===== config.mk =====
export PLATFORM = sky130hd
export DESIGN_NAME = ipu_back
export DESIGN_NICKNAME = d
export VERILOG_FILES = /design/src/hw/rtl/ipu_pkg.sv /design/src/hw/rtl/ipu_back.sv
export SDC_FILE = /design/constraint.sdc
export NUM_CORES = 1
export LEC_CHECK = 0
export ABC_AREA = 1
export BUFFER_PORTS_ARGS = -buffer_cell sky130_fd_sc_hd__buf_2
export CORE_UTILIZATION = 53
export DETAILED_ROUTE_END_ITERATION = 7
export GPL_TIMING_DRIVEN = 0
export PLACE_DENSITY = 0.84
export SYNTH_ARGS = -nofsm -noshare
export SYNTH_HDL_FRONTEND = slang
export SYNTH_SLANG_ARGS = --single-unit

===== constraint.sdc =====
create_clock -name clk -period 5.3 [get_ports clk]
set_input_delay 0.265 -clock clk [delete_from_list [all_inputs] [get_ports clk]]
set_output_delay 0.265 -clock clk [all_outputs]
set_load 0.02 [all_outputs]

===== src/hw/rtl/ipu_pkg.sv =====
// Shared types and constants for the integer pixel upscaler.
// Holds the register codes, result kinds, queue command and status types.
// No dependencies; every other file uses it by scoped name.
package ipu_pkg;

  localparam int MAX_WIDTH_DEF = 1024;
  localparam int MAX_SCALE_DEF = 16;

  localparam int PIXEL_W     = 24;
  localparam int KIND_W      = 2;
  localparam int SCALE_REG_W = 5;
  localparam int WIDTH_REG_W = 11;
  localparam int CFG_DATA_W  = 11;
  localparam int CFG_IDX_W   = 1;

  // Working widths that cover the full parameter ranges (scale to 61, width to 8192).
  localparam int SCALE_EXT_W = 7;
  localparam int WIDTH_EXT_W = 14;
  localparam int CMD_SCALE_W = 6;
  localparam int STEP_W      = 7;

  localparam int Q_DEPTH = 4;
  localparam int Q_PTR_W = 2;
  localparam int Q_CNT_W = 3;

  localparam logic [CFG_IDX_W-1:0] REG_SCALE    = 1'd0;
  localparam logic [CFG_IDX_W-1:0] REG_IN_WIDTH = 1'd1;

  localparam logic REQ_NEW    = 1'b0;
  localparam logic REQ_REPLAY = 1'b1;

  localparam logic [KIND_W-1:0] KIND_PIXEL  = 2'd0;
  localparam logic [KIND_W-1:0] KIND_PAD    = 2'd1;
  localparam logic [KIND_W-1:0] KIND_REJECT = 2'd2;

  // One queued unit of back-end work: all results caused by one input item.
  typedef struct packed {
    logic                   reject;
    logic [PIXEL_W-1:0]     px;
    logic                   at_end;
    logic [CMD_SCALE_W-1:0] scale;
    logic [1:0]             pad;
  } cmd_t;

  typedef struct packed {
    logic               empty;
    logic [Q_CNT_W-1:0] count;
  } q_status_t;

endpackage


===== src/hw/rtl/ipu_back.sv =====
// Back end of the upscaler: expands the queue head into pixel copies and pad bytes,
// or one reject result; drives the registered result channel, depends on ipu_pkg.
module ipu_back (
  input  logic                        clk,
  input  logic                        rst_n,
  input  ipu_pkg::cmd_t               head,
  input  ipu_pkg::q_status_t          q_stat,
  output logic                        pop,
  output logic                        out_valid,
  input  logic                        out_ready,
  output logic [ipu_pkg::KIND_W-1:0]  out_kind,
  output logic [ipu_pkg::PIXEL_W-1:0] out_data,
  output logic                        out_row_end,
  output logic                        out_last
);

  localparam int SW = ipu_pkg::STEP_W;

  logic [SW-1:0]               step_r;
  logic                        out_valid_r;
  logic [ipu_pkg::KIND_W-1:0]  out_kind_r;
  logic [ipu_pkg::PIXEL_W-1:0] out_data_r;
  logic                        out_row_end_r;
  logic                        out_last_r;

  logic          advance;
  logic          emit;
  logic [SW-1:0] total;
  logic          is_last;
  logic          is_pixel;

  assign advance  = !out_valid_r || out_ready;
  assign emit     = advance && !q_stat.empty;
  assign total    = head.reject ? SW'(1) : SW'(head.scale) + SW'(head.pad);
  assign is_last  = (step_r == total - 1'b1);
  assign is_pixel = step_r < SW'(head.scale);
  assign pop      = emit && is_last;

  always_ff @(posedge clk) begin
    if (!rst_n) begin
      step_r      <= '0;
      out_valid_r <= 1'b0;
    end else if (advance) begin
      out_valid_r <= !q_stat.empty;
      if (emit) begin
        step_r <= is_last ? '0 : step_r + 1'b1;
      end
    end
  end

  always_ff @(posedge clk) begin
    if (emit) begin
      out_last_r    <= is_last;
      out_row_end_r <= !head.reject && head.at_end && is_last;
      if (head.reject) begin
        out_kind_r <= ipu_pkg::KIND_REJECT;
        out_data_r <= '0;
      end else if (is_pixel) begin
        out_kind_r <= ipu_pkg::KIND_PIXEL;
        out_data_r <= head.px;
      end else begin
        out_kind_r <= ipu_pkg::KIND_PAD;
        out_data_r <= '0;
      end
    end
  end

  assign out_valid   = out_valid_r;
  assign out_kind    = out_kind_r;
  assign out_data    = out_data_r;
  assign out_row_end = out_row_end_r;
  assign out_last    = out_last_r;

endmodule


After elaboration in Yosys (flattened, before gate mapping):

Cells that the tools add are included.

* add/subtract/negate cells: 3
* $mul: 0
* div/mod/pow operators: 0
* order comparisons: 1
* eq/ne operators: 1
* shift-type cells: 0
* muxes and demuxes: 3
* bitwise operators: 1
* reduce and logical (&&, ||, !) cells: 10

Operators by type and width (count)
* $mux W7: 2
* $add A6 B2 Y7: 1
* $add A7 B1 Y7 const B: 1
* $eq A7 B7 Y1: 1
* $lt A7 B6 Y1: 1
* $sub A7 B1 Y7 const B: 1
* $logic_and A1 B1 Y1: 4
* $logic_not A1 Y1: 3
* $reduce_and A2 Y1: 1
* $reduce_or A2 Y1: 1
* $logic_or A1 B1 Y1: 1
* $mux W1: 1
* $not A1 Y1: 1

* register bits: 36
* latch bits: 0
* memory bits (writable): 0
* ROM bits: 0
* input bits: 41
* output and inout bits: 30
* word-level logic and storage cells: 25
* memories: 0

Logic depth before layout (Yosys ltp):

Gate-level depths: netlist (run 1).

* depth after elaboration: 5
* mapped depth: 16
* mapped depth without buffers: 16

Least setup slack after synthesis (run 1):

Ideal clock, no wire load.

* path type: in2out
* start point: input port head[0] (netlist bit)
* end point: output port pop
* arrival time: 2.173 ns
* required time: 5.035 ns
* path slack: 2.862 ns
* cell stages on the path: 12
* buffers on the path: 0
* cells stage by stage: ha_1 fa_1 nand2_1 ha_1 xnor2_1 nor2_1 nand3_1 nor2_1 nand2_1 nor2_1 nand3_2 inv_1

* word-level cells in the longest chain between the ends: 5

Ends and longest elaborated chain
* from (decl): line ipu_back.sv:6 `input ipu_pkg::cmd_t head,`
* $add A6 B2 Y7: line ipu_back.sv:34 `assign total = head.reject ? SW'(1) : SW'(head.scale) + SW'(head.pad);`
* $mux W7: line ipu_back.sv:34
* $sub A7 B1 Y7: line ipu_back.sv:35 `assign is_last = (step_r == total - 1'b1);`
* $eq A7 B7 Y1: line ipu_back.sv:35
* $logic_and A1 B1 Y1: line ipu_back.sv:37 `assign pop = emit && is_last;`
* to (decl): line ipu_back.sv:8 `output logic pop,`

No other way between the ends.

Worst setup path in the final report (run 1):

Ends and elaborated chain as after synthesis.

==> impl_metrics.tcl, run 1 <==
set metrics [dict create \
    syn_inst 239 \
    worstMarginPinSlew_ns 0.970 \
    vias 1701 \
    coreArea_um2 3470 \
    holdPathStages 2 \
    rows 21 \
    place_hpwl_mm 3.14 \
    worst_ep_arrival_time_ns 2.50 \
    ys_seq_area_share_pct 50.3 \
    rrSetupSlack_ns 3.09 \
    synth_fa_ha_area_share_pct 6.67 \
    worstHoldEndpoint "out_valid" \
    total_power_uw 635 \
    routedWlPerCell_um 11.1 \
    grt_pass1_vias 1692 \
    cap_violations 0 \
    grt_pass1_wl_mm 7.04 \
    cts_tree "built" \
    num-nets-final 364 \
    multiInputGateArea_um2 764 \
    postRouteAntennaNets 0 \
    holdCritPathClass "primary input to flop" \
    yosysUniqueCellTypes 22 \
    cts_max_level 2 \
    run_status "finished clean" \
    postLayoutCellArea_um2 2460 \
    synth_xor_area_share_pct 3.96 \
    post-route-min-period_ns 2.77 \
    hold_violations 0 \
    clkTransAtPathRegs_ns 0.06 \
    syn_area_um2 1990 \
    synth_edf_count 28 \
    rr_worst_depth 9 \
    synthMuxAreaShare_pct 0 \
    hold_start "q_stat[3]" \
    vias_per_cell 4.73 \
    max_freq_mhz 361 \
    instances_no_fill 360 \
    drt_iter0_drc 101 \
    slew_violations 0 \
    rsz0062_at_grt "no" \
    die_w_um 63.3 \
    critical_path_required_ns 5.04 \
    worstPathMaxFanout 6 \
    endpoint_kind "primary output" \
    grt_usage_pct 22.4 \
    power_leakage_nw 1.34 \
    yosys.area_share.simple_pct 24.9 \
    period_share_pct 52.2 \
    synth-seq-cells 36 \
    synth_top_family_by_area "simple AND/OR/NAND/NOR gates" \
    dominantRegCellSynth "edfxtp_1" \
    grt_antenna_before_repair 0 \
    avgSynthCellArea_um2 8.32 \
    regArea_um2 1000 \
    drive_gt1_share_pct 26.1 \
    yosys_warnings 0 \
    insertedDiodeCount 0 \
    critical_path_class "primary input to primary output" \
    ioPinCount 71 \
    nFillCells 285 \
    start_util_pct 57.4 \
    powerDensity_nw_per_um2 258 \
    fin_skew_ns 0.0122 \
    numCtsBuffers 5 \
    tns_ns 0 \
    dp.cells 352 \
    gp_congestion 0.863 \
    dr.pass1.iters 4 \
    grt_max_degree 33 \
    die-area_um2 4000 \
    postCtsSetupRepairBufs 0 \
    clk_latency_ns 0.28 \
    slew-limit-headroom_pct 35.2 \
    hold_buffers 0 \
    worstReg2RegStart "step_r[2]" \
    drc_errors 0 \
    setup_viol 0 \
    ctsRootBufferMaster "clkbuf_8" \
    synth_compound_area_share_pct 2.89 \
    syn_to_final_growth_pct 23.8 \
    final_core_util_pct 71.0 \
    drt-total-wl_mm 3.98 \
    cp-start-kind "primary input" \
    synthesis.nets 290 \
    overflow 0 \
    cts_buffer_depth 2 \
    r2r-end "out_data[16]" \
    async_flop_share_pct 0 \
    port_buffers 67 \
    dpl_cell_area_um2 2380 \
    clock-sinks 36 \
    ctsResizeCount 0 \
    ir_worst_vdd_mv 0.205 \
    die_h_um 63.3 \
]
==> where the power goes <==
part / leakage, nW / internal, mW / switching [mW]
clock network: 0.0422 / 0.0921 / 0.0880
logic: 0.956 / 0.0451 / 0.0792
registers: 0.345 / 0.324 / 0.00651
==> metal layers <==
layer / GRT usage, % / up-vias / wire [µm]
met5: 0 / - / 0
met4: 7.10 / 0 / 38
met3: 5.43 / 6 / 169
met2: 40.3 / 45 / 2040
met1: 26.1 / 759 / 1730
li1: - / 891 / -
==> placed cells by master, fill, tap and decap left out, types with 2 or more instances in the layout <==
master	instances
xor2_1	8
nand4_1	3
clkbuf_8	5
nand3_1	20
dfxtp_1	8
nor2_2	3
nand2_1	45
nor2_1	41
a21oi_1	5
ha_1	9
buf_2	69
clkbuf_1	2
edfxtp_1	28
inv_1	56
nand3_2	2
==> state kept, by name (all words and copies together) (netlist names) <==
register and count:
out_data 24, out_kind 2, out_last 1, out_row_end 1, out_valid 1, step_r 7
==> stage by stage <==
step,hold WS [ns],setup WS [ns]
2_1_floorplan,0.361,2.86
3_3_place_gp,0.497,2.56
3_5_place_dp,0.502,2.57
4_1_cts,0.208,2.53
5_1_grt,0.224,2.30
6_report,0.214,2.53
==> cell type report <==
| class | instances | area share, % |
|---|---|---|
| Sequential cell | 36 | 40.6 |
| Clock inverter | 1 | 0.203 |
| Buffer | 2 | 0.406 |
| Clock buffer | 7 | 3.10 |
| Multi-Input combinational cell | 144 | 31.0 |
| Inverter | 57 | 8.68 |
| Timing Repair Buffer | 67 | 13.6 |
| Tap cell | 46 | 2.34 |
==> cells in the mapped netlist, types with 2 or more instances <==
library cell	n	area (µm²)
inv_1	56	210
nand2_1	45	169
nor2_1	41	154
edfxtp_1	28	841
nand3_1	20	100
ha_1	9	113
dfxtp_1	8	160
xor2_1	8	70.1
a21oi_1	5	25.0
nand4_1	3	18.8
nor2_2	3	18.8
buf_2	2	10.0
nand3_2	2	20.0
==> worst max-delay path, stage by stage <==
cell and delay (ns):
buf_2 0.10, ha_1 0.23, fa_1 0.51, nand2_1 0.07
ha_1 0.30, xnor2_1 0.13, nor2_1 0.11, nand3_1 0.09
nor2_1 0.10, nand2_1 0.05, nor2_1 0.14, nand3_2 0.15
inv_1 0.09, buf_2 0.16
==> cells by family after synthesis <==
logic type,count (synthesis)
DFF,36
xor gates and xnor gates,9
AOI/OAI and AO/OA,9
adders and majority gates,10
and+or+nand+nor,116
buffers and inverters,59
==> worst max-delay path by stage <==
stage	startpoint	slack (ns)	cells past startpoint	to
2_1_floorplan	head[0]	2.86	12	pop
3_3_place_gp	head[0]	2.56	14	pop
3_5_place_dp	head[0]	2.57	14	pop
4_1_cts	head[0]	2.53	14	pop
5_1_grt	head[2]	2.30	14	pop
6_report	head[0]	2.53	14	pop
No activity file was read; power rests on OpenSTA's default activity.
==> inputs of run 2 (changes only) <==
--- a/config.mk
+++ b/config.mk
@@ -7,10 +7,10 @@
 export LEC_CHECK = 0
 export ABC_AREA = 1
 export BUFFER_PORTS_ARGS = -buffer_cell sky130_fd_sc_hd__buf_2
-export CORE_UTILIZATION = 53
+export CORE_UTILIZATION = 49
 export DETAILED_ROUTE_END_ITERATION = 7
 export GPL_TIMING_DRIVEN = 0
-export PLACE_DENSITY = 0.84
+export PLACE_DENSITY = 0.79
 export SYNTH_ARGS = -nofsm -noshare
 export SYNTH_HDL_FRONTEND = slang
 export SYNTH_SLANG_ARGS = --single-unit
==> constraint.sdc (replaced) <==
create_clock -name clk -period 2.55 [get_ports clk]
set_input_delay 0.1275 -clock clk [delete_from_list [all_inputs] [get_ports clk]]
set_output_delay 0.1275 -clock clk [all_outputs]
set_load 0.02 [all_outputs]
==> impl_metrics.tcl, run 2 (synthesis results as in run 1) <==
set metrics [dict create \
    hold_start "q_stat[3]" \
    worst_ep_arrival_time_ns 2.27 \
    pwr-share-comb_pct 19.8 \
    syn_to_final_growth_pct 25.6 \
    cts_tree "built" \
    coreArea_um2 3770 \
    rrSetupSlack_ns 0.40 \
    die-area_um2 4320 \
    numCtsBuffers 5 \
    worstHoldEndpoint "out_valid" \
    vias 1677 \
    tns_ns 0 \
    num-nets-final 367 \
    largest_reg_flops 24 \
    max_freq_mhz 417 \
    postLayoutCellArea_um2 2500 \
    grt_max_degree 33 \
    crit_path_start "head[0]" \
    layout_commonest_cell "buf_2" \
    rows 22 \
    ctsRootBufferMaster "clkbuf_8" \
    drt_iter0_drc 92 \
    power_leakage_nw 1.35 \
    nFillCells 319 \
    r2r-end "step_r[6]" \
    crit_family "adder cells" \
    routedWlPerCell_um 10.6 \
    critical_path_buf_inv_count 3 \
    overflow 0 \
    holdCritPathClass "primary input to flop" \
    grt_antenna_before_repair 0 \
    path_cells "buf_2 > ha_2 > fa_1 > nand2_1 > ha_1 > xnor2_1 > nor2_1 > nand3_1 > nor2_1 > nand2_1 > nor2_2 > nand3_2 > inv_1 > buf_4" \
    cap_violations 0 \
    endpoint_kind "primary output" \
    multiInputGateArea_um2 769 \
    critical_path_required_ns 2.42 \
    hold_violations 0 \
    grt_pass1_wl_mm 6.34 \
    slew-limit-headroom_pct 34.6 \
    ir_worst_vdd_mv 0.408 \
    swShare_pct 27.5 \
    holdPathStages 2 \
    drive_gt1_share_pct 27.4 \
    clock-sinks 36 \
    p_int_uw 962 \
    critical_path_class "primary input to primary output" \
    total_power_mw 1.33 \
    grt_usage_pct 19.1 \
    die_h_um 65.7 \
    seqPwrFrac_pct 51.8 \
    clkTransAtPathRegs_ns 0.07 \
    die_w_um 65.7 \
    clk_latency_ns 0.28 \
    cts_buffer_depth 2 \
    run_status "finished clean" \
    regArea_um2 1000 \
    place_hpwl_mm 3.09 \
    pwr-share-clk_pct 28.4 \
    powerDensity_nw_per_um2 531 \
    start_util_pct 52.8 \
    cts_max_level 2 \
    postRouteAntennaNets 0 \
    slew_violations 0 \
    fin_skew_ns 0.00310 \
    p_switching_uw 365 \
    worstReg2RegStart "out_valid" \
    post-route-min-period_ns 2.40 \
    dpl_cell_area_um2 2380 \
    critPathMaxStageDelay_ns 0.51 \
    ioPinCount 71 \
    insertedDiodeCount 0 \
    period_share_pct 94.1 \
    worstPathMaxFanout 4 \
    rr_worst_depth 6 \
    setup_viol 0 \
    worstMarginPinSlew_ns 0.979 \
    cp-start-kind "primary input" \
    drt-total-wl_mm 3.88 \
    rsz0062_at_grt "no" \
    hold_ws_ns 0.0719 \
    drc_errors 0 \
    port_buffers 67 \
    critPathSlowestCell "fa_1" \
    dr.pass1.iters 4 \
    gp_congestion 0.828 \
    grt_pass1_vias 1519 \
    final_cell_mix "68 x buf_2, 56 x inv_1, 45 x nand2_1" \
    vias_per_cell 4.59 \
]
-- run 2: cell count changes in the layout (fill, tap and decap cells not counted) --
cell / change
nor2_2: +1
ha_1: -1
clkinv_1: +1
buf_2: -1
clkbuf_1: -1
ha_2: +1
nor2_1: -1
buf_4: +4
clkinvlp_4: +1
clkinv_2: -1
-- run 2: worst max-delay path by stage --
stage,to,cells past startpoint
2_1_floorplan,pop,12
3_3_place_gp,pop,14
3_5_place_dp,pop,14
4_1_cts,pop,14
5_1_grt,pop,14
6_report,pop,14
-- run 2: area by class of cell --
class / instances / area share, %
multi-input cells: 144 / 30.8
inverters: 57 / 8.56
plain buffers: 2 / 0.401
flip-flops and latches: 36 / 40.1
clock buffers: 6 / 2.90
well taps: 48 / 2.40
clock inverters: 2 / 0.451
repair buffers: 70 / 14.4
-- run 2: per-stage QoR --
step           setup WS, ns  utilization, %  cells
4_1_cts              0.0524            65.5    362
2_1_floorplan         0.387               -    239
3_5_place_dp         0.0472            63.2    354
5_1_grt             0.00886            66.3    365
3_3_place_gp         0.0638            63.2    354
6_report              0.150            66.3    365
-- run 2: routing by layer --
metal	GRT usage (%)	wire length [µm]	up-vias
met5	0	0	-
met4	4.35	27	0
met3	5.03	190	5
met2	32.4	1900	43
met1	24.2	1750	734
li1	-	-	895
-- run 2: timing repair --
action,4_1_cts,5_1_grt
setup buffers,0,3
hold buffers,0,0
setup endpoints to repair,0,1
gates resized for setup,0,3
-- run 2: worst reg2reg max path: stages (launching register included) --
cell,delay (ns)
dfxtp_1,0.35
a21oi_4,0.78
nand2_1,0.20
nor3b_1,0.37
nand3_1,0.14
xor2_1,0.15
nor2_1,0.06
-- run 2: power groups by stage --
stage,Clock [mW],Sequential (mW),Combinational [mW]
finish,0.377,0.687,0.262
global route,0.406,0.691,0.297
CTS,0.383,0.688,0.258
detailed placement,0,0.701,0.257
global placement,0,0.698,0.250
floorplan,0,0.741,0.125
