## src/hw/rtl/ipu_pkg.sv

```systemverilog
// Shared types and constants for the integer pixel upscaler.
// Holds the register codes, result kinds, queue command and status types.
// No dependencies; every other file uses it by scoped name.
package ipu_pkg;

  localparam int MAX_WIDTH_DEF = 1024;
  localparam int MAX_SCALE_DEF = 16;

  localparam int PIXEL_W     = 24;
  localparam int KIND_W      = 2;
  localparam int SCALE_REG_W = 5;
  localparam int WIDTH_REG_W = 11;
  localparam int CFG_DATA_W  = 11;
  localparam int CFG_IDX_W   = 1;

  // Working widths that cover the full parameter ranges (scale to 61, width to 8192).
  localparam int SCALE_EXT_W = 7;
  localparam int WIDTH_EXT_W = 14;
  localparam int CMD_SCALE_W = 6;
  localparam int STEP_W      = 7;

  localparam int Q_DEPTH = 4;
  localparam int Q_PTR_W = 2;
  localparam int Q_CNT_W = 3;

  localparam logic [CFG_IDX_W-1:0] REG_SCALE    = 1'd0;
  localparam logic [CFG_IDX_W-1:0] REG_IN_WIDTH = 1'd1;

  localparam logic REQ_NEW    = 1'b0;
  localparam logic REQ_REPLAY = 1'b1;

  localparam logic [KIND_W-1:0] KIND_PIXEL  = 2'd0;
  localparam logic [KIND_W-1:0] KIND_PAD    = 2'd1;
  localparam logic [KIND_W-1:0] KIND_REJECT = 2'd2;

  // One queued unit of back-end work: all results caused by one input item.
  typedef struct packed {
    logic                   reject;
    logic [PIXEL_W-1:0]     px;
    logic                   at_end;
    logic [CMD_SCALE_W-1:0] scale;
    logic [1:0]             pad;
  } cmd_t;

  typedef struct packed {
    logic               empty;
    logic [Q_CNT_W-1:0] count;
  } q_status_t;

endpackage

```

## src/hw/rtl/ipu_cmd_queue.sv

```systemverilog
// Short command queue between the upscaler front end and back end.
// Register-based ring of ipu_pkg::Q_DEPTH entries; depends on ipu_pkg.
module ipu_cmd_queue (
  input  logic               clk,
  input  logic               rst_n,
  input  logic               push,
  input  ipu_pkg::cmd_t      push_cmd,
  input  logic               pop,
  output ipu_pkg::cmd_t      head,
  output ipu_pkg::q_status_t stat
);

  ipu_pkg::cmd_t                slot_r [ipu_pkg::Q_DEPTH];
  logic [ipu_pkg::Q_PTR_W-1:0]  wr_ptr_r;
  logic [ipu_pkg::Q_PTR_W-1:0]  rd_ptr_r;
  logic [ipu_pkg::Q_CNT_W-1:0]  count_r;

  always_ff @(posedge clk) begin
    if (push) begin
      slot_r[wr_ptr_r] <= push_cmd;
    end
  end

  always_ff @(posedge clk) begin
    if (!rst_n) begin
      wr_ptr_r <= '0;
      rd_ptr_r <= '0;
      count_r  <= '0;
    end else begin
      if (push) begin
        wr_ptr_r <= wr_ptr_r + 1'b1;
      end
      if (pop) begin
        rd_ptr_r <= rd_ptr_r + 1'b1;
      end
      unique case ({push, pop})
        2'b10:   count_r <= count_r + 1'b1;
        2'b01:   count_r <= count_r - 1'b1;
        default: count_r <= count_r;
      endcase
    end
  end

  assign head       = slot_r[rd_ptr_r];
  assign stat.count = count_r;
  assign stat.empty = (count_r == '0);

endmodule

```

## config.mk

```make
export PLATFORM = sky130hd
export DESIGN_NAME = ipu_cmd_queue
export DESIGN_NICKNAME = d
export VERILOG_FILES = /design/src/hw/rtl/ipu_pkg.sv /design/src/hw/rtl/ipu_cmd_queue.sv
export SDC_FILE = /design/constraint.sdc
export NUM_CORES = 1
export LEC_CHECK = 0
export ABC_AREA = 1
export BUFFER_PORTS_ARGS = -buffer_cell sky130_fd_sc_hd__buf_2
export CAP_MARGIN = 20
export CORE_ASPECT_RATIO = 1.75
export CORE_MARGIN = 3
export CORE_UTILIZATION = 60
export CTS_CLUSTER_DIAMETER = 100
export CTS_CLUSTER_SIZE = 8
export DETAILED_ROUTE_END_ITERATION = 10
export GPL_ROUTABILITY_DRIVEN = 0
export PLACE_DENSITY_LB_ADDON = 0.08
export SYNTH_ARGS = -nofsm -noshare
export SYNTH_HDL_FRONTEND = slang
export SYNTH_SLANG_ARGS = --single-unit
```

## constraint.sdc

```tcl
create_clock -name clk -period 5 [get_ports clk]
set_input_delay 0.5 -clock clk [delete_from_list [all_inputs] [get_ports clk]]
set_output_delay 0.5 -clock clk [all_outputs]
set_load 0.02 [all_outputs]
```

Word-level counts from Yosys, hierarchy flattened
Memories as Yosys holds them, arrays and structs flattened. A register that Yosys moved wholly into a read port is not among the register bits.
Cells that the tools add are included.
- equal/unequal tests: 2
- reduce and logical (&&, ||, !) cells: 2
- muxes and demuxes: 5
- add/subtract/negate cells: 4
- operator list (cell ; number):
    one-hot mux 3 bit (2 select lines) ; 1
    adder 2 x 1 -> 2 bit (second input constant) ; 2
    two-way mux 2 bit ; 2
    adder 3 x 1 -> 3 bit (second input constant) ; 1
    logical NOT 3 bit ; 1
    subtractor 3 x 1 -> 3 bit (second input constant) ; 1
    == test 2 x 1 -> 1 bit (second input constant) ; 1
    == test 2 bit (second input constant) ; 1
    two-way mux 1 bit ; 2
    nonzero test 2 bit ; 1
- output and inout port bits: 38
- bits of input ports: 38
- bits in writable memories: 136
- memories: 1
- flip-flop bits (word level): 7
- word-level logic and storage cells: 17
- memory list (memory ; words ; width ; rd ports ; clocked after memory_dff ; wr ports ; RTL line ; source):
    slot_r ; 4 ; 34 ; 1 ; 1 ; 1 ; ipu_cmd_queue.sv:13 ; ipu_pkg::cmd_t slot_r [ipu_pkg::Q_DEPTH];

Longest topological paths before layout
Gate-level depths: netlist of the first run.
- depth after elaboration: 3
- depth in mapped cells: 10
- mapped depth without buffers: 10

Worst setup path before layout of the first run
Ideal clock, no wire load.
- path kind: register to register
- from: register wr_ptr_r[0] in the netlist's numbering
- to: memory slot_r[2][0] in the netlist's numbering (enable)
- data required time: 4.611 ns
- path buffers: 0
- arrival: 1.260 ns
- slack: 3.351 ns
- cell stages (with the launch flop): 5
- period minus slack after synthesis: 1.649 ns
- library setup time: 0.389 ns
- cell sequence: dfxtp_1 inv_1 ha_1 nand2_1 inv_1
- RTL lines (element ; RTL line ; source):
    start, declared ; ipu_cmd_queue.sv:14 ; logic [ipu_pkg::Q_PTR_W-1:0] wr_ptr_r;
    start signal, assigned ; ipu_cmd_queue.sv:31 ; wr_ptr_r <= wr_ptr_r + 1'b1;
    end, declared ; ipu_cmd_queue.sv:13 ;
Straight into the memory's write port.

==> results of run 1 <==
-- synthesized netlist by cell type --
master      n
buf_12      3
a21oi_1     5
fa_1        1
inv_2       1
nand3_1     1
clkbuf_2    2
o21ai_0    69
nor3_1      1
buf_2      12
inv_1      15
nor2_1     51
buf_4       2
nand4_1     1
nor2_2     20
o22ai_2    20
ha_1        5
o21ai_1     5
nand2_1     9
o22ai_1    14
dfxtp_1     9
edfxtp_1  136
inv_6       1
buf_6       2
-- registers in the layout, indices dropped and copies added, names as in the netlist, named ones only --
| name | count |
|---|---|
| slot_r | 136 |
| count_r | 3 |
| rd_ptr_r | 2 |
| wr_ptr_r | 2 |
-- critical path: cells and delay by family (launching register included) --
| kind | cells | cell delay, ns |
|---|---|---|
| buf+inv | 2 | 0.57 |
| flops | 1 | 0.90 |
| compound gates | 2 | 0.45 |
-- routing by layer --
layer  track usage [%]  routed length, µm  vias up
met5                 0                  0        -
met4              7.93                193        0
met3              6.81                525       15
met2              36.1               5950      111
met1              24.8               4170     1653
li1                  -                  -     1583
-- logic make-up (layout without fill, tap and decap cells) --
kind of cell / Yosys count / after routing / share of synthesized area (%)
AND/OR/NAND/NOR: 83 / 83 / 6.45
buffers and inverters: 38 / 130 / 4.16
adder cells (fa/ha/maj): 6 / 6 / 1.45
AO/OA/AOI/OAI: 113 / 113 / 12.9
flip-flops: 145 / 145 / 75.0
-- power breakdown --
group	internal [mW]	switching, mW
Clock	0.881	0.458
Sequential	1.38	0.0239
Combinational	0.0891	0.193
Total	2.35	0.674
-- metrics by stage --
stage / hold WS, ns / utilization [%]
global route: 0.287 / 73.5
global placement: 0.435 / 66.5
CTS: 0.286 / 73.5
detailed placement: 0.432 / 66.5
finish: 0.303 / 73.5
floorplan: 0.412 / -
-- area by class of cell --
type	count	area share [%]
clock buffers	17	6.32
clock inverters	15	3.18
inverters	17	1.02
multi-input cells	202	17.6
flip-flops and latches	145	63.4
well taps	120	2.23
repair buffers	81	6.25
-- final timing paths --
path,start,endpoint,slack (ns)
min,push_cmd[5],slot_r[2][5],0.30
min reg2reg,rd_ptr_r[1],rd_ptr_r[1],0.45
max reg2reg,wr_ptr_r[0],slot_r[2][26],2.95
max,flop,head[29],2.11
==> results.cfg, run 1 <==
[run_status]
run_status = finished clean

[clock_tree]
clk_path_buf_depth = 2
cts.sinks = 145
numCtsBuffers = 17
path_clk_slew_ns = 0.06
cts_tree = done
postCtsResizedCells = 0
htreeDepth = 4
holdBufCountCts = 0
clk_latency_ns = 0.41
cts_setup_buffers = 0
cts_root_buffer = clkbuf_16

[timing]
finClkSkew_ns = 0.00423
rsz0062_at_grt = false
clock.fmax_mhz = 346
timing.setup.tns_ns = 0
timing.slew.headroom_pct = 41.9
hold_viol = 0
worst_slew_pin_slew_ns = 0.871
timing.final.crit_share_pct = 57.8
worst_slack_ns = 2.11
slew_violations = 0
setup_viol = 0
fin_crit_ns = 2.89

[placement]
dp_hpwl_mm = 6.17
post-place-ws_ns = 2.57
placed_area_um2 = 6090
port_buffers = 75
dp_cells = 565

[power_and_ir_drop]
p_per_area_nw_per_um2 = 450
leakagePower_nw = 2.43
finalPower_mw = 3.03
peakVddDrop_uv = 410

[routing]
wl_per_cell_um = 18.1
vias = 3362
ant_nets = 0
viasPerCell = 5.63
firstDrtPassIters = 4
drc_errors = 0
initialDrtViolationCount = 224
totalWireLength_mm = 10.8

[logic_synthesis]
synthCells = 385
synth_cell_types = 23
netlist_area_um2 = 5680
synth_nets = 429
yosysTopAreaCellShare_pct = 71.9
ys_seq_area_share_pct = 75.0
netlist_top_cells_area = edfxtp_1 (72%), o21ai_0 (6.1%), o22ai_2 (4.4%)
synth_seq_cells = 145
postSynthAreaPerCell_um2 = 14.8
synth.largest_area_cell = edfxtp_1
yosysWarnings = 0

[worst_setup_path]
endpoint_kind = output port
cp.arrival_ns = 2.39
cp_max_fo = 68
max_stage_delay_ns = 0.90
start_kind = flop
cp_slowest_cell = dfxtp_2
worstPathCellList = inv_6 -> o21ai_0 -> o22ai_1 -> buf_2
crit_type = flop to output port
r2r_cells = 5
critPathRequiredTime_ns = 4.50

[layout]
final_layout_size_suffix_gt1_share_pct = 32.3
finalInstanceArea_um2 = 6730
mostFrequentLayoutCells = edfxtp_1 (136), buf_2 (75), o21ai_0 (69), nor2_1 (51)
area_growth_pct = 18.4
layout_commonest_cell = edfxtp_1
final_nets = 508
multi_input_area_um2 = 1180
final_cells = 597
layout.area.seq_um2 = 4270
fillCellCount = 604
diodes = 0

[global_route]
grt_usage_pct = 21.2
grt_max_degree = 69
antenna_found_initial = 0
grt_pass1_vias = 3345
grt_pass1_wl_mm = 16.6
grt_overflow = 0

[die]
die_w_um = 79.6
design.core.area_um2 = 9150
ioPinCount = 76
start_util_pct = 62.1
row_count = 46
fp.dieH_um = 135
dieArea_um2 = 10700

[min_path]
hold_depth = 1
hp-class = primary input to flop

[run]
max-cap-violations = 0
Note: power is estimated with default switching activity, not from simulation.
==> run 2, diff against run 1 <==
Settings changed: ABC_AREA 1 to 0, CORE_UTILIZATION 60 to 56.
Clock period 5 ns to 2.7 ns, I/O delays scaled along.
==> run 2 against run 1 <==
Compared with the run above:
- critical path depth is 1 lower
- clock power is 63% higher
- flip-flop and latch count stayed put
- non-clock buffer count is 3 higher
- synthesized area is 5.0% lower
- die area is 1.7% higher
- critical path type unchanged
- largest cell class unchanged
==> results.cfg, run 2 <==
[global_route]
grt_overflow = 0
grt_max_degree = 23
grt_usage_pct = 18.7
grt_pass1_wl_mm = 14.4
antenna_found_initial = 0
grt_pass1_vias = 2751

[timing]
worst_slack_ns = 0.577
fin_crit_ns = 2.12
timing.final.crit_share_pct = 78.6
setup_viol = 0
hold_viol = 0
finClkSkew_ns = 0.00708
clock.fmax_mhz = 471
slew_violations = 0
timing.slew.headroom_pct = 66.7
rsz0062_at_grt = false
worst_slew_pin_slew_ns = 0.500
timing.setup.tns_ns = 0

[worst_setup_path]
r2r-start = count_r[0]
critPathRequiredTime_ns = 2.43
cp_num_buf_inv = 2
endpoint_kind = output port
max_stage_delay_ns = 0.64
crit_type = flop to output port
cp_max_fo = 18
worstPathCellList = buf_4 -> mux4_2 -> buf_2
cp.arrival_ns = 1.85
cp_top_family = flip-flops
start_kind = flop
cp_slowest_cell = dfxtp_2

[die]
design.core.area_um2 = 9210
die_w_um = 80.2
row_count = 46
fp.dieH_um = 136
start_util_pct = 58.6
ioPinCount = 76
dieArea_um2 = 10900

[logic_synthesis]
synth_nets = 267
synth.largest_area_cell = edfxtp_1
postSynthAreaPerCell_um2 = 24.2
netlist_area_um2 = 5400
ys_seq_area_share_pct = 79.0
async_flop_share_pct = 0
synth_edf_count = 136
yosysTopAreaCellShare_pct = 75.6
synthCells = 223
synth_cell_types = 21
netlist_top_cells_area = edfxtp_1 (76%), mux4_2 (13%), dfxtp_1 (3.3%)
synth_most_common_cell = edfxtp_1
synth_ff_type = edfxtp_1
yosysWarnings = 0
synth_common_cells = edfxtp_1 (136), mux4_2 (30), and2_1 (10)
synth_seq_cells = 145

[placement]
post-place-ws_ns = 0.881
dp_cells = 419
port_buffers = 75
dp_hpwl_mm = 5.50

[routing]
drc_errors = 0
ant_nets = 0
totalWireLength_mm = 8.82
firstDrtPassIters = 4
initialDrtViolationCount = 138
vias = 2465
wl_per_cell_um = 19.5
viasPerCell = 5.45

[layout]
area_growth_pct = 20.8
final_cells = 452
reg_top3 = slot_r (136), count_r (3)
layout_commonest_cell = edfxtp_1
mostFrequentLayoutCells = edfxtp_1 (136), buf_2 (75), mux4_2 (30), clkbuf_16 (17), dfxtp_1 (7)
final_nets = 362
largest_register = slot_r
final_layout_size_suffix_gt1_share_pct = 45.6
largest_reg_flops = 136
fillCellCount = 613

[power_and_ir_drop]
p_per_area_nw_per_um2 = 821
peakVddDrop_uv = 706
switching_share_pct = 22.3
pwr-share-seq_pct = 48.9
p_clk_share_pct = 40.9
leakagePower_nw = 2.28
power_switching_mw = 1.19
finalPower_mw = 5.36
p_int_mw = 4.16
comb_power_share_pct = 10.2

[clock_tree]
htreeDepth = 4
holdBufCountCts = 0
numCtsBuffers = 17
postCtsResizedCells = 0
cts_root_buffer = clkbuf_16
cts.sinks = 145
clk_latency_ns = 0.40
path_clk_slew_ns = 0.06
clk_path_buf_depth = 2
cts_setup_buffers = 0
cts_tree = done

[run]
max-cap-violations = 0

[min_path]
hp-start = push_cmd[15]
hp-class = primary input to flop

[run_status]
run_status = finished clean
run 2: area by class of cell:
type / count / area, µm² / share of cell area [%]
diodes: 1 / 2.50 / 0.0384
repair buffers: 84 / 480 / 7.37
well taps: 120 / 150 / 2.30
flip-flops and latches: 145 / 4270 / 65.4
clock buffers: 18 / 429 / 6.58
multi-input cells: 64 / 1030 / 15.8
clock inverters: 14 / 143 / 2.19
inverters: 6 / 22.5 / 0.345
run 2: through the flow:
step	hold slack [ns]	area (µm²)	util (%)
finish	0.0735	6520	70.8
global route	0.0609	6520	70.8
CTS	0.0559	6520	70.8
detailed placement	0.485	5950	64.6
global placement	0.480	5950	64.6
floorplan	0.369	5400	-
run 2: routing by layer:
| metal | GRT usage [%] | share of wire, % | wire, µm |
|---|---|---|---|
| met3 | 5.84 | 4.6 | 407 |
| met5 | 0 | 0 | 0 |
| met4 | 8.65 | 1.8 | 158 |
| met2 | 30.5 | 55 | 4810 |
| met1 | 22.6 | 39 | 3440 |
run 2: power groups by stage:
stage,clock network [mW],logic [mW],registers (mW)
floorplan,0,0.376,2.66
global placement,0,0.551,2.66
detailed placement,0,0.556,2.66
CTS,2.23,0.560,2.62
global route,2.33,0.595,2.63
finish,2.19,0.546,2.62
run 2: path summary, 6_finish.rpt:
path,endpoint,slack (ns),cells past startpoint
worst min register to register,count_r[2],0.54,2
worst max-delay path,head[15],0.58,3
worst max register to register,count_r[2],1.10,5
worst min-delay path,slot_r[2][15],0.07,1
run 2: cell families (layout without fill, tap and decap cells):
| logic type | count (synthesis) | in the layout | share of synthesized area [%] |
|---|---|---|---|
| compound gates | 3 | 3 | 0.325 |
| xor+xnor | 5 | 5 | 0.811 |
| buf+inv | 14 | 122 | 2.09 |
| mux | 35 | 35 | 14.6 |
| fa+ha+maj | 6 | 6 | 1.53 |
| other cells | 0 | 1 | 0 |
| flops | 145 | 145 | 79.0 |
| simple gates | 15 | 15 | 1.62 |
==> run 3, diff against run 2 <==
Clock period 2.7 ns to 2.02 ns, I/O delays scaled along.
==> run 3 against run 2 <==
Compared with the run above:
- hold slack lost 0.058 ns
- clock power grew 46%
- global-route usage grew 0.89 points
- critical endpoint is now head[20]
- core utilization grew 2.3 points
==> results.cfg, run 3 (same netlist as run 2, synthesis figures left out) <==
[routing]
top_layer = met4
ant_nets = 0
wl_met1_mm = 3.58
met2WireLength_mm = 5.10
viasPerCell = 5.38
drc_errors = 0
firstDrtPassIters = 4
totalWireLength_mm = 9.30
wl_met3_um = 458
wl_per_cell_um = 19.8
initialDrtViolationCount = 108
vias = 2525

[worst_setup_path]
start_kind = flop
cp_max_fo = 12
critPathRequiredTime_ns = 1.82
crit_type = flop to output port
endpoint_kind = output port
cp.arrival_ns = 1.75

[die]
row_count = 46
ioPinCount = 76
fp.dieH_um = 136
start_util_pct = 58.6
dieArea_um2 = 10900
die_w_um = 80.2
design.core.area_um2 = 9210

[layout]
final_nets = 379
largest_register = slot_r
finalInstanceArea_um2 = 6730
layout_commonest_cell = edfxtp_1
final_layout_size_suffix_gt1_share_pct = 44.0
area_growth_pct = 24.7
reg_top3 = slot_r (136), count_r (3)
largest_reg_flops = 136
mostFrequentLayoutCells = edfxtp_1 (136), buf_2 (75), mux4_2 (30), clkbuf_16 (17), dlygate4sd3_1 (14)

[power_and_ir_drop]
peakVddDrop_uv = 1130
p_per_area_nw_per_um2 = 1110
leakagePower_nw = 2.37
finalPower_mw = 7.46

[placement]
port_buffers = 75
placed_area_um2 = 5960
dp_hpwl_mm = 5.89

[clock_tree]
htreeDepth = 4
cts.sinks = 145
cts_root_buffer = clkbuf_16
path_clk_slew_ns = 0.06
cts_tree = done
numCtsBuffers = 17
clk_path_buf_depth = 2
clk_latency_ns = 0.41

[timing]
timing.final.crit_share_pct = 96.4
rsz0062_at_grt = false
finClkSkew_ns = 0.00970
timing.setup.tns_ns = 0
timing.slew.headroom_pct = 77.6
setup_viol = 0
fin_crit_ns = 1.95
clock.fmax_mhz = 514
worst_slew_pin_slew_ns = 0.335
hold_viol = 0
slew_violations = 0

[global_route]
grt_pass1_wl_mm = 15.2
grt_max_degree = 30
antenna_found_initial = 1
grt_pass1_vias = 2821
grt_usage_pct = 19.6
grt_overflow = 0

[run]
max-cap-violations = 0

[min_path]
hp-class = primary input to flop

[run_status]
run_status = finished clean
[run 3: cell count changes in the layout (fill, tap and decap cells not counted), moves of 2 or more]
cell | before | now
buf_4 | 6 | 9
clkinv_1 | 0 | 2
dlygate4sd3_1 | 0 | 14
clkinv_4 | 4 | 2
clkinv_2 | 5 | 3
bufinv_16 | 2 | 4
[run 3: routing by layer]
layer / track usage (%) / up-vias
met4: 6.30 / 0
li1: - / 1153
met2: 32.9 / 85
met3: 7.10 / 16
met5: 0 / -
met1: 23.4 / 1271
[run 3: critical path, cell delays in order (launching register included)]
cell and delay (ns):
dfxtp_4 0.42, buf_12 0.17, mux4_1 0.56, buf_2 0.18
[run 3: through the flow]
stage / util, % / hold slack [ns] / cells / setup WS (ns)
CTS: 73.1 / 0.000707 / 468 / 0.0339
global placement: 64.7 / 0.410 / 421 / 0.345
floorplan: - / 0.301 / 223 / 0.251
detailed placement: 64.7 / 0.418 / 421 / 0.249
finish: 73.1 / 0.0151 / 469 / 0.0728
global route: 73.1 / 0.00250 / 469 / 0.00731
[run 3: repair_timing]
action | CTS | global route
setup endpoints to repair | 29 | 0
gates resized for setup | 1 | 0
hold endpoints to repair | 53 | 0
hold buffers | 14 | 0
setup buffers | 1 | 0
[run 3: final timing paths]
check                                   from             to  slack (ns)  cells after the start
worst max-delay path                    flop       head[20]        0.07                      3
worst min-delay path            push_cmd[21]  slot_r[1][21]        0.02                      1
worst max register to register    count_r[0]     count_r[2]        0.42                      5
worst min register to register    count_r[2]     count_r[2]        0.53                      2
[run 3: final cells by class]
class,count,area [µm²]
Inverter,6,22.5
Multi-Input combinational cell,64,1030
Clock inverter,15,191
Tap cell,120,150
Fill cell,578,2480
Timing Repair Buffer,101,643
Sequential cell,145,4270
Clock buffer,17,425
Antenna cell,1,2.50
[run 3: power breakdown]
| group | internal [mW] | switching, mW | total (mW) |
|---|---|---|---|
| logic | 0.342 | 0.427 | 0.770 |
| clock network | 2.06 | 1.14 | 3.19 |
| registers | 3.45 | 0.0553 | 3.50 |
| total | 5.84 | 1.62 | 7.46 |
